<file path="src/hw/rtl/jtag_scan_sequencer_top_defines.svh">
// assertion macros used by the scan sequencer back end
`ifndef JTAG_SCAN_SEQUENCER_TOP_DEFINES_SVH
`define JTAG_SCAN_SEQUENCER_TOP_DEFINES_SVH

`ifndef SYNTHESIS
// same-cycle implication, sampled on clk, off while rst_n is low
`define JSS_ASSERT_SAME(label, ante, cons) \
    label: assert property (@(posedge clk) disable iff (!rst_n) (ante) |-> (cons)) \
        else $error("jss assertion failed");
// next-cycle implication, sampled on clk, off while rst_n is low
`define JSS_ASSERT_NEXT(label, ante, cons) \
    label: assert property (@(posedge clk) disable iff (!rst_n) (ante) |=> (cons)) \
        else $error("jss assertion failed");
`else
`define JSS_ASSERT_SAME(label, ante, cons)
`define JSS_ASSERT_NEXT(label, ante, cons)
`endif

`endif

</file>
<file path="src/hw/rtl/jss_pkg.sv">
// types and constants of the jtag scan sequencer
`timescale 1ns / 1ps
`default_nettype none

package jss_pkg;

    localparam int CNT_W            = 7;
    localparam int IDLE_MAX_DEFAULT = 64;
    localparam int QDEPTH           = 2;
    localparam int QPTR_W           = $clog2(QDEPTH);
    localparam int QCNT_W           = $clog2(QDEPTH + 1);

    // command opcodes on the input channel
    localparam logic [1:0] OP_RESET = 2'd0;
    localparam logic [1:0] OP_IDLE  = 2'd1;
    localparam logic [1:0] OP_IR    = 2'd2;
    localparam logic [1:0] OP_DR    = 2'd3;

    // tap navigation lengths ahead of the first data cycle
    localparam logic [1:0] NAV_NONE = 2'd0;
    localparam logic [1:0] NAV_DR   = 2'd2;
    localparam logic [1:0] NAV_IR   = 2'd3;

    localparam logic [CNT_W-1:0] RESET_CYCLES = CNT_W'(7);
    localparam logic [CNT_W-1:0] RESET_HIGH   = CNT_W'(6);

    typedef enum logic [1:0] {
        CMD_RESET,
        CMD_IDLE,
        CMD_SHIFT
    } cmd_kind_t;

    // classified command handed from front to back
    typedef struct packed {
        cmd_kind_t        kind;
        logic [1:0]       nav;
        logic             tdi;
        logic             last_bit;
        logic             cap;
        logic [CNT_W-1:0] total;
    } cmd_t;

endpackage

`default_nettype wire

</file>
<file path="src/hw/rtl/jss_front.sv">
// front end: accepts commands, tracks the open scan and classifies
`timescale 1ns / 1ps
`default_nettype none

module jss_front
    import jss_pkg::*;
#(
    parameter int IDLE_MAX_CYCLES = IDLE_MAX_DEFAULT
) (
    input  wire logic             clk,
    input  wire logic             rst_n,
    input  wire logic             cmd_valid,
    output logic                  cmd_ready,
    input  wire logic [1:0]       opcode,
    input  wire logic             tdi_bit,
    input  wire logic             last_bit,
    input  wire logic             capture_tdo,
    input  wire logic [CNT_W-1:0] idle_count,
    input  wire logic             q_full,
    output logic                  q_push,
    output cmd_t                  q_cmd
);

    localparam logic [CNT_W-1:0] IdleMax = CNT_W'(IDLE_MAX_CYCLES);

    logic             in_scan_reg;
    logic             in_scan_next;
    logic             accept;
    logic [CNT_W-1:0] idle_sat;
    logic [1:0]       nav;

    assign cmd_ready = !q_full;
    assign accept    = cmd_valid && cmd_ready;

    always_comb
    begin
        idle_sat     = (idle_count > IdleMax) ? IdleMax : idle_count;
        nav          = in_scan_reg ? NAV_NONE : ((opcode == OP_IR) ? NAV_IR : NAV_DR);
        q_cmd        = '0;
        q_cmd.tdi    = tdi_bit;
        q_cmd.last_bit = last_bit;
        q_cmd.cap    = capture_tdo;
        q_push       = accept;
        in_scan_next = in_scan_reg;
        case (opcode)
            OP_RESET:
            begin
                q_cmd.kind  = CMD_RESET;
                q_cmd.total = RESET_CYCLES;
                if (accept)
                begin
                    in_scan_next = 1'b0;
                end
            end
            OP_IDLE:
            begin
                q_cmd.kind  = CMD_IDLE;
                q_cmd.total = idle_sat;
                // zero idle cycles leave nothing for the back end
                q_push      = accept && (idle_sat != '0);
            end
            default:
            begin
                q_cmd.kind  = CMD_SHIFT;
                q_cmd.nav   = nav;
                q_cmd.total = CNT_W'(nav) + CNT_W'(1) + (last_bit ? CNT_W'(2) : CNT_W'(0));
                if (accept)
                begin
                    in_scan_next = !last_bit;
                end
            end
        endcase
    end

    always_ff @(posedge clk or negedge rst_n)
    begin
        if (!rst_n)
        begin
            in_scan_reg <= 1'b0;
        end
        else
        begin
            in_scan_reg <= in_scan_next;
        end
    end

endmodule

`default_nettype wire

</file>
<file path="src/hw/rtl/jss_queue.sv">
// short command queue between front and back
`timescale 1ns / 1ps
`default_nettype none

module jss_queue
    import jss_pkg::*;
(
    input  wire logic clk,
    input  wire logic rst_n,
    input  wire logic push,
    input  wire cmd_t wr_cmd,
    output logic      full,
    input  wire logic pop,
    output logic      rd_valid,
    output cmd_t      rd_cmd
);

    cmd_t              mem [QDEPTH];
    logic [QPTR_W-1:0] wr_ptr_reg;
    logic [QPTR_W-1:0] rd_ptr_reg;
    logic [QCNT_W-1:0] count_reg;
    logic [QCNT_W-1:0] count_next;

    assign full     = (count_reg == QCNT_W'(QDEPTH));
    assign rd_valid = (count_reg != '0);
    assign rd_cmd   = mem[rd_ptr_reg];

    always_comb
    begin
        count_next = count_reg;
        if (push && !pop)
        begin
            count_next = count_reg + QCNT_W'(1);
        end
        else if (pop && !push)
        begin
            count_next = count_reg - QCNT_W'(1);
        end
    end

    always_ff @(posedge clk)
    begin
        if (push)
        begin
            mem[wr_ptr_reg] <= wr_cmd;
        end
    end

    always_ff @(posedge clk or negedge rst_n)
    begin
        if (!rst_n)
        begin
            wr_ptr_reg <= '0;
            rd_ptr_reg <= '0;
            count_reg  <= '0;
        end
        else
        begin
            if (push)
            begin
                wr_ptr_reg <= wr_ptr_reg + QPTR_W'(1);
            end
            if (pop)
            begin
                rd_ptr_reg <= rd_ptr_reg + QPTR_W'(1);
            end
            count_reg <= count_next;
        end
    end

endmodule

`default_nettype wire

</file>
<file path="src/hw/rtl/jss_back.sv">
// back end: expands the head command into tck cycles
`timescale 1ns / 1ps
`default_nettype none
`include "jtag_scan_sequencer_top_defines.svh"

module jss_back
    import jss_pkg::*;
(
    input  wire logic clk,
    input  wire logic rst_n,
    input  wire logic q_valid,
    input  wire cmd_t q_cmd,
    output logic      q_pop,
    output logic      cyc_valid,
    input  wire logic cyc_ready,
    output logic      tms,
    output logic      tdi_out,
    output logic      capture,
    output logic      last
);

    logic [CNT_W-1:0] idx_reg;
    logic [CNT_W-1:0] idx_next;
    logic             out_valid_reg;
    logic             out_valid_next;
    logic             tms_reg;
    logic             tdi_reg;
    logic             cap_reg;
    logic             last_reg;
    logic             load;
    logic             c_tms;
    logic             c_tdi;
    logic             c_cap;
    logic             c_last;
    logic [CNT_W-1:0] nav_w;

    assign cyc_valid = out_valid_reg;
    assign tms       = tms_reg;
    assign tdi_out   = tdi_reg;
    assign capture   = cap_reg;
    assign last      = last_reg;

    // output register frees up when empty or when its transfer completes
    assign load  = q_valid && (!out_valid_reg || cyc_ready);
    assign q_pop = load && c_last;

    always_comb
    begin
        nav_w  = CNT_W'(q_cmd.nav);
        c_tms  = 1'b0;
        c_tdi  = 1'b0;
        c_cap  = 1'b0;
        c_last = (idx_reg == q_cmd.total - CNT_W'(1));
        case (q_cmd.kind)
            CMD_RESET:
            begin
                c_tms = (idx_reg < RESET_HIGH);
            end
            CMD_IDLE:
            begin
                c_tms = 1'b0;
            end
            CMD_SHIFT:
            begin
                if (idx_reg < nav_w)
                begin
                    // select-xr scan cycles, then capture with tms low
                    c_tms = (idx_reg != nav_w - CNT_W'(1));
                end
                else if (idx_reg == nav_w)
                begin
                    c_tms = q_cmd.last_bit;
                    c_tdi = q_cmd.tdi;
                    c_cap = q_cmd.cap;
                end
                else
                begin
                    // exit to update, then run-test/idle
                    c_tms = (idx_reg == nav_w + CNT_W'(1));
                end
            end
            default:
            begin
                c_tms = 1'b0;
            end
        endcase

        idx_next       = idx_reg;
        out_valid_next = out_valid_reg && !cyc_ready;
        if (load)
        begin
            out_valid_next = 1'b1;
            idx_next       = c_last ? '0 : idx_reg + CNT_W'(1);
        end
    end

    always_ff @(posedge clk)
    begin
        if (load)
        begin
            tms_reg  <= c_tms;
            tdi_reg  <= c_tdi;
            cap_reg  <= c_cap;
            last_reg <= c_last;
        end
    end

    always_ff @(posedge clk or negedge rst_n)
    begin
        if (!rst_n)
        begin
            idx_reg       <= '0;
            out_valid_reg <= 1'b0;
        end
        else
        begin
            idx_reg       <= idx_next;
            out_valid_reg <= out_valid_next;
        end
    end

    `JSS_ASSERT_SAME(a_idx_in_range, q_valid, idx_reg < q_cmd.total)
    `JSS_ASSERT_SAME(a_pop_on_final, q_pop, load && c_last)
    `JSS_ASSERT_NEXT(a_no_bubble_mid_cmd, out_valid_reg && cyc_ready && !last_reg, out_valid_reg)
    `JSS_ASSERT_NEXT(a_idx_rewinds, q_pop, idx_reg == '0)

endmodule

`default_nettype wire

</file>
<file path="src/hw/rtl/jtag_scan_sequencer_top.sv">
// top level of the jtag scan sequencer: front, command queue, back
// a command is written into the queue, then loaded into the back end's output register
// throughput: one tck cycle per clock while cyc_ready is high and the queue holds a
//   command; an idle of zero is accepted but pushes nothing to the back end
// the back end's cycle counter sets the rate; the front accepts while the queue has room
// reset clears the queue, the open scan flag and the output valid at once
`timescale 1ns / 1ps
`default_nettype none

module jtag_scan_sequencer_top
    import jss_pkg::*;
#(
    parameter int IDLE_MAX_CYCLES = IDLE_MAX_DEFAULT
) (
    input  wire logic             clk,
    input  wire logic             rst_n,
    // command channel
    input  wire logic             cmd_valid,
    output logic                  cmd_ready,
    input  wire logic [1:0]       opcode,
    input  wire logic             tdi_bit,
    input  wire logic             last_bit,
    input  wire logic             capture_tdo,
    input  wire logic [CNT_W-1:0] idle_count,
    // tck cycle channel
    output logic                  cyc_valid,
    input  wire logic             cyc_ready,
    output logic                  tms,
    output logic                  tdi_out,
    output logic                  capture,
    output logic                  last
);

    // classified command from front into the queue
    cmd_t fq_cmd;
    logic fq_push;
    logic fq_full;

    // head of the queue toward the back end
    cmd_t qb_cmd;
    logic qb_valid;
    logic qb_pop;

    // front tracks whether a scan is open and works out the tap navigation
    jss_front #(
        .IDLE_MAX_CYCLES (IDLE_MAX_CYCLES)
    ) u_front (
        .clk         (clk),
        .rst_n       (rst_n),
        .cmd_valid   (cmd_valid),
        .cmd_ready   (cmd_ready),
        .opcode      (opcode),
        .tdi_bit     (tdi_bit),
        .last_bit    (last_bit),
        .capture_tdo (capture_tdo),
        .idle_count  (idle_count),
        .q_full      (fq_full),
        .q_push      (fq_push),
        .q_cmd       (fq_cmd)
    );

    // two-entry queue lets front and back stall on their own
    jss_queue u_queue (
        .clk      (clk),
        .rst_n    (rst_n),
        .push     (fq_push),
        .wr_cmd   (fq_cmd),
        .full     (fq_full),
        .pop      (qb_pop),
        .rd_valid (qb_valid),
        .rd_cmd   (qb_cmd)
    );

    // back steps through the tck cycles of the head command
    jss_back u_back (
        .clk       (clk),
        .rst_n     (rst_n),
        .q_valid   (qb_valid),
        .q_cmd     (qb_cmd),
        .q_pop     (qb_pop),
        .cyc_valid (cyc_valid),
        .cyc_ready (cyc_ready),
        .tms       (tms),
        .tdi_out   (tdi_out),
        .capture   (capture),
        .last      (last)
    );

endmodule

`default_nettype wire
</file>
<file path="config.mk">
export PLATFORM = sky130hd
export DESIGN_NAME = jtag_scan_sequencer_top
export DESIGN_NICKNAME = d
export VERILOG_FILES = /design/src/hw/rtl/jss_pkg.sv /design/src/hw/rtl/jss_front.sv /design/src/hw/rtl/jss_queue.sv /design/src/hw/rtl/jss_back.sv /design/src/hw/rtl/jtag_scan_sequencer_top.sv
export VERILOG_INCLUDE_DIRS = /design/src /design/src/hw/rtl
export SDC_FILE = /design/constraint.sdc
export NUM_CORES = 1
export LEC_CHECK = 0
export BUFFER_PORTS_ARGS = -buffer_cell sky130_fd_sc_hd__buf_2
export CORE_MARGIN = 2
export CORE_UTILIZATION = 62
export DETAILED_ROUTE_END_ITERATION = 12
export PLACE_DENSITY = 0.83
export SLEW_MARGIN = 20
export SYNTH_ARGS = -nofsm -noshare
export SYNTH_HDL_FRONTEND = slang
export SYNTH_SLANG_ARGS = --single-unit
</file>
<file path="constraint.sdc">
create_clock -name clk -period 4.2 [get_ports clk]
set_input_delay 0.42 -clock clk [delete_from_list [all_inputs] [get_ports clk]]
set_output_delay 0.42 -clock clk [all_outputs]
set_load 0.02 [all_outputs]
</file>
; ---- After elaboration in Yosys (flattened, before gate mapping)
; Memory sizes are Yosys's and may differ from the RTL's.
; Index checks and enable logic that the tools add are counted.
[totals]
reg_bits = 17
latchBits = 0
mem_bits_rw = 28
rom_bits = 0
n_memories = 1
[op_classes]
addsub = 10
multipliers = 0
n_div = 0
n_lt_le_gt_ge = 3
eq_ne = 8
shift = 0
muxes = 20
bitwise = 3
reduce_logical = 22
[mem_list]
columns = memory, depth, word_bits, read_ports, rd_ports_with_merged_regs, write_ports, line_no
row1 = u_queue.mem, 2, 14, 1, 0, 1, jss_queue.sv:18  ; cmd_t mem [QDEPTH];
[op_table]
columns = op, count
row1 = 7-bit equality test, 2
row2 = 7-bit 2-to-1 mux, 2
row3 = 7-bit case mux with 2 select lines, 1
row4 = 2-bit 2-to-1 mux, 5
row5 = 1-bit 2-to-1 mux, 9
row6 = "7-bit by 1-bit adder with 7-bit output, second input constant", 1
row7 = 7-bit adder, 1
row8 = 7-bit by 2-bit equality test with 1-bit output, 1
row9 = "7-bit greater-than comparator, second input constant", 1
row10 = 1-bit logical AND, 7
row11 = 7-bit by 2-bit less-than comparator with 1-bit output, 1
row12 = "7-bit by 3-bit less-than comparator with 1-bit output, second input constant", 1
row13 = 7-bit inequality test, 1
row14 = 7-bit nonzero test, 1
row15 = "7-bit by 1-bit subtractor with 7-bit output, second input constant", 1
row16 = "2-bit by 1-bit adder with 3-bit output, second input constant", 2
row17 = "2-bit equality test, second input constant", 3
row18 = 1-bit zero test, 6
row19 = 2-bit zero test, 2
row20 = 1-bit case mux with 2 select lines, 2
row21 = 2-bit case mux with 2 select lines, 1
row22 = 2-bit nonzero test, 2
row23 = 1-bit NOT, 3
row24 = 3-bit OR reduction, 1
row25 = other kinds (8), 9

; ---- Depth between registers and ports, before layout
[logic_depth]
ltp_word = 9
depth_mapped = 15

; ---- Hierarchy
; Synthesis repeated with hierarchy kept, for this count alone.
[hier_totals]
hier_cells = 206
hier_area_um2 = 2492.4
[by_module_without_submodules]
columns = mod, n_inst, cells_each, area_each_um2
row1 = jss_queue, 1, 60, 1252.5
row2 = jss_back, 1, 113, 999.7
row3 = jss_front, 1, 33, 240.2

; ---- Worst setup path after synthesis
; OpenSTA, ideal clock, no wires.
[synth_path]
path_type = flip-flop to flip-flop
from = register u_queue.rd_ptr_reg
to = register u_queue.count_reg[1]
setup_ns = 0.079
arrival_time_ns = 2.745
required_ns = 4.121
path_slack_ns = 1.376
stages_incl_launch_ff = 15
n_path_buf = 3
path_cell_list = dfrtp_1 buf_6 buf_6 buf_2 mux2i_1 ha_1 xnor2_1 xnor2_1 nand2_1 a311o_1 nor3_4 inv_1 ha_1 nor2_1 xor2_1
[synth_between]
elab_chain_cells = 7
[synth_lines]
columns = item, line_no
row1 = from (decl), jss_queue.sv:20  ; logic [QPTR_W-1:0] rd_ptr_reg;
row2 = from (signal assigned), jss_queue.sv:65  ; rd_ptr_reg <= rd_ptr_reg + QPTR_W'(1);
row3 = memory 2 x 14 bit (*), -
row4 = 7-bit by 1-bit subtractor with 7-bit output (*), jss_back.sv:53  ; c_last = (idx_reg == q_cmd.total - CNT_W'(1));
row5 = 7-bit equality test (*), jss_back.sv:53
row6 = 1-bit logical AND (*), jss_back.sv:45  ; assign q_pop = load && c_last;
row7 = 1-bit zero test, jss_queue.sv:31  ; if (push && !pop)
row8 = 1-bit logical AND, jss_queue.sv:31
row9 = 2-bit 2-to-1 mux / 2-bit nonzero test (equally long branches), -
row10 = to (signal assigned), jss_queue.sv:67  ; count_reg <= count_next;
row11 = to (decl), jss_queue.sv:21  ; logic [QCNT_W-1:0] count_reg;
; Mark *: on every way between the ends. The rest lies on a longest branch, timed or not.
; A chain may end at the register's enable or synchronous reset.

; ---- Worst setup path after layout
; Same ends and word-level chain as after synthesis.

==> summary.txt <==
Layout
  – Area of the multi-input gates: just under 0.001 mm²
  – Layout fillers: between 200 and 300
  – Layout cells sized above 1: 0.1652
  – Register Area: 0.001286 mm²
  – Final #Nets: between 200 and 250
  – Post-layout util: 0.7190
  – Max reg flops: 28
  – Most common cell after layout, fill and taps aside: edfxtp_1
  – N_diodes: 0
  – Most frequent cells in the layout: edfxtp_1 (32), buf_2 (21), nand2_1 (16)
  – Area growth, synth to finish: 11.54%

Synthesis
  – Synthesized Nets: about 230
  – Seq/Total Area, Yosys: 0.5491
  – Main area contributors after synthesis: edfxtp_1 (41%), dfrtp_1 (14%), mux2i_1 (5.1%)
  – Synth area leader: edfxtp_1
  – Post-synth top area share: 0.4103
  – Yosys reg bits: 45
  – Warnings, synthesis: 0
  – Cell Area, Synth: around 0.0023 mm²
  – Post-Syn Instances: around 200
  – Synth cell types: 42
  – Post-synthesis area per instance: around 12 µm²

Detailed routing
  – Post-DR wirelength/cell: approximately 17 µm
  – TritonRoute pass-1 iters: 4
  – Drt drc: 0
  – Drt total wl: 4.539 mm
  – Iter 0 DRT Violations: 167
  – Via-to-Cell Ratio: ~6.0
  – Via Count: between 1500 and 2000
  – DRT antenna net count: 0

Clock tree
  – Clk sink count: 45
  – Clock Latency Late Sink: 0.30 ns
  – Clock Tree Buf Depth: 2
  – Setup Buffers After CTS: 0
  – TritonCTS clock tree: built
  – Clk root buf: clkbuf_8
  – Clock-pin slew on the worst setup and hold paths: roughly 0.09 ns
  – Post-CTS resize count: 0
  – Post-CTS Hold Buffers: 0
  – # H-tree levels: 2
  – Total CTS buffers: 5

Setup path
  – CP Capture Type: flip-flop
  – Worst path required time: about 4.4 ns
  – Max incr delay on CP: between 0.5 and 0.6 ns
  – Crit path DAT: ~3.2 ns
  – RR Startpoint: u_queue.rd_ptr_reg
  – Cells along the critical path: buf_4 > nor3b_1 > nor2_1 > or3_1 > a311o_1 > nor3_4 > inv_1 > ha_1 > xor2_1 > nor2_1 > xor2_1
  – Crit path max fanout: 19
  – Start point of the critical path: u_queue.rd_ptr_reg
  – Crit start category: flip-flop
  – CP max stage cell: dfrtp_1
  – Setup CP Type: reg2reg

Pwr
  – Pwr/cell area: 688.4 mW/mm²
  – Leakage power: 0.9901 nW
  – Max VDD drop: roughly 0.38 mV

Die
  – Site Rows: 22
  – DIE HEIGHT: roughly 65 µm
  – Die width: between 60 and 70 µm
  – Total die area: 0.004286 mm²
  – Number of I/O pins: 22
  – Core area: between 0.003 and 0.004 mm²
  – Starting Density: 0.6446

Flow run
  – Max-cap violations: 0

Global route
  – Tot GR Track Use: 0.2360
  – Initial antenna violation count: 0
  – Pin count of the biggest net entering global routing: 20
  – Congestion Overflow GR: 0
  – First-pass GRT wire length: between 7 and 8 mm
  – Vias in the first global route: 1614

Placement
  – Routability cong.: between 0.8 and 0.9
  – Post-DP HPWL: ~3.3 mm
  – Setup slack at placement: about 1.2 ns
  – # port buffers: 21

Timing
  – Final slew viol count: 0
  – F_max: around 330 MHz
  – Fin worst setup slack: between 1 and 1.5 ns
  – Final setup fails: 0
  – Slew HR: 0.4556
  – Final Hold Viols: 0
  – Share of the clock period used by the worst path: 0.7110
  – Skew final: between 0.01 and 0.015 ns
  – Worst-Margin Slew: around 0.81 ns
  – RSZ-0062 raised after global routing: no
  – Setup_tns: 0 ns
  – Minimum clock period: 2.986 ns

Status
  – Status: completed

Hold path
  – Hold Crit Class: in2async
area by class of cell:
type                    count  share of cell area
clock buffers               5             0.02634
clock inverters             3             0.02634
inverters                  10             0.01437
multi-input cells         139              0.3745
flip-flops and latches     45              0.4923
well taps                  48             0.02299
repair buffers             22             0.04310
final timing paths:
path,slack (ns),end,cells after the start
max,1.21,u_queue.count_reg[1],11
min,0.006,u_back.idx_reg[6],1
max reg2reg,1.21,u_queue.count_reg[1],11
min reg2reg,0.51,u_queue.wr_ptr_reg,1
max in group asynchronous,3.94,u_queue.count_reg[0],1
min in group clk,0.31,u_queue.mem[0][9],1
worst max-delay path, delay by kind of cell, from the launching register on:
| family | cells | cell delay [ns] |
|---|---|---|
| AO/OA/AOI/OAI | 1 | 0.38 |
| XOR/XNOR | 2 | 0.31 |
| adder cells (fa/ha/maj) | 1 | 0.23 |
| buffers and inverters | 2 | 0.40 |
| flip-flops | 1 | 0.53 |
| AND/OR/NAND/NOR | 5 | 1.07 |
synthesized netlist by cell type, drive strengths merged:
master and number:
mux2i 13, o211ai 4, o21ai 8, o21bai 1
a21oi 8, edfxtp 32, ha 9, inv 10
buf 3, mux2 1, o21a 1, nor2b 3
xnor2 7, or3 1, nor3b 3, a2111oi 1
nor2 14, nand4 3, a31oi 3, nor4 3
o22ai 2, nand2b 4, xor2 9, and2 5
a211oi 3, a32o 1, clkbuf 4, and3 1
nand2 16, a311o 1, or4 1, nand3 2
dfrtp 13, nor4b 1, nor3 10
per-layer routing:
| metal | vias to the layer above | wire length [µm] | part of all wire | global-route usage |
|---|---|---|---|---|
| met1 | 794 | 1889 | 0.42 | 0.2844 |
| met4 | 0 | 72 | 0.016 | 0.08854 |
| met3 | 8 | 187 | 0.041 | 0.05822 |
| met2 | 50 | 2390 | 0.53 | 0.4094 |
| met5 | - | 0 | 0 | 0 |
| li1 | 782 | - | - | - |
logic make-up (layout without fill, tap and decap cells):
family,after synthesis,after routing,synth area share
AO/OA/AOI/OAI,33,33,0.09135
flip-flops,45,45,0.5491
XOR/XNOR,16,16,0.05983
buffers and inverters,17,40,0.03419
multiplexers,14,14,0.06571
AND/OR/NAND/NOR,67,67,0.1517
adder cells (fa/ha/maj),9,9,0.04808
through the flow:
stage / cell area (µm²) / total power [mW] / std cells / hold slack, ns
after detailed placement: 2472 / 1.405 / 264 / 0.3426
after global placement: 2472 / 1.349 / 264 / 0.3309
after CTS: 2610 / 1.801 / 272 / 0.02072
final: 2613 / 1.798 / 272 / 0.005881
after global routing: 2613 / 1.906 / 272 / 0.02332
after floorplan: 2342 / 1.246 / 201 / 0.1244
power breakdown:
| part | switching (mW) | internal, mW | leakage, nW |
|---|---|---|---|
| Combinational | 0.396 | 0.260 | 0.470 |
| Sequential | 0.124 | 0.631 | 0.452 |
| Clock | 0.148 | 0.239 | 0.0687 |
| Total | 0.668 | 1.13 | 0.990 |
(Power assumes the default switching activity.)
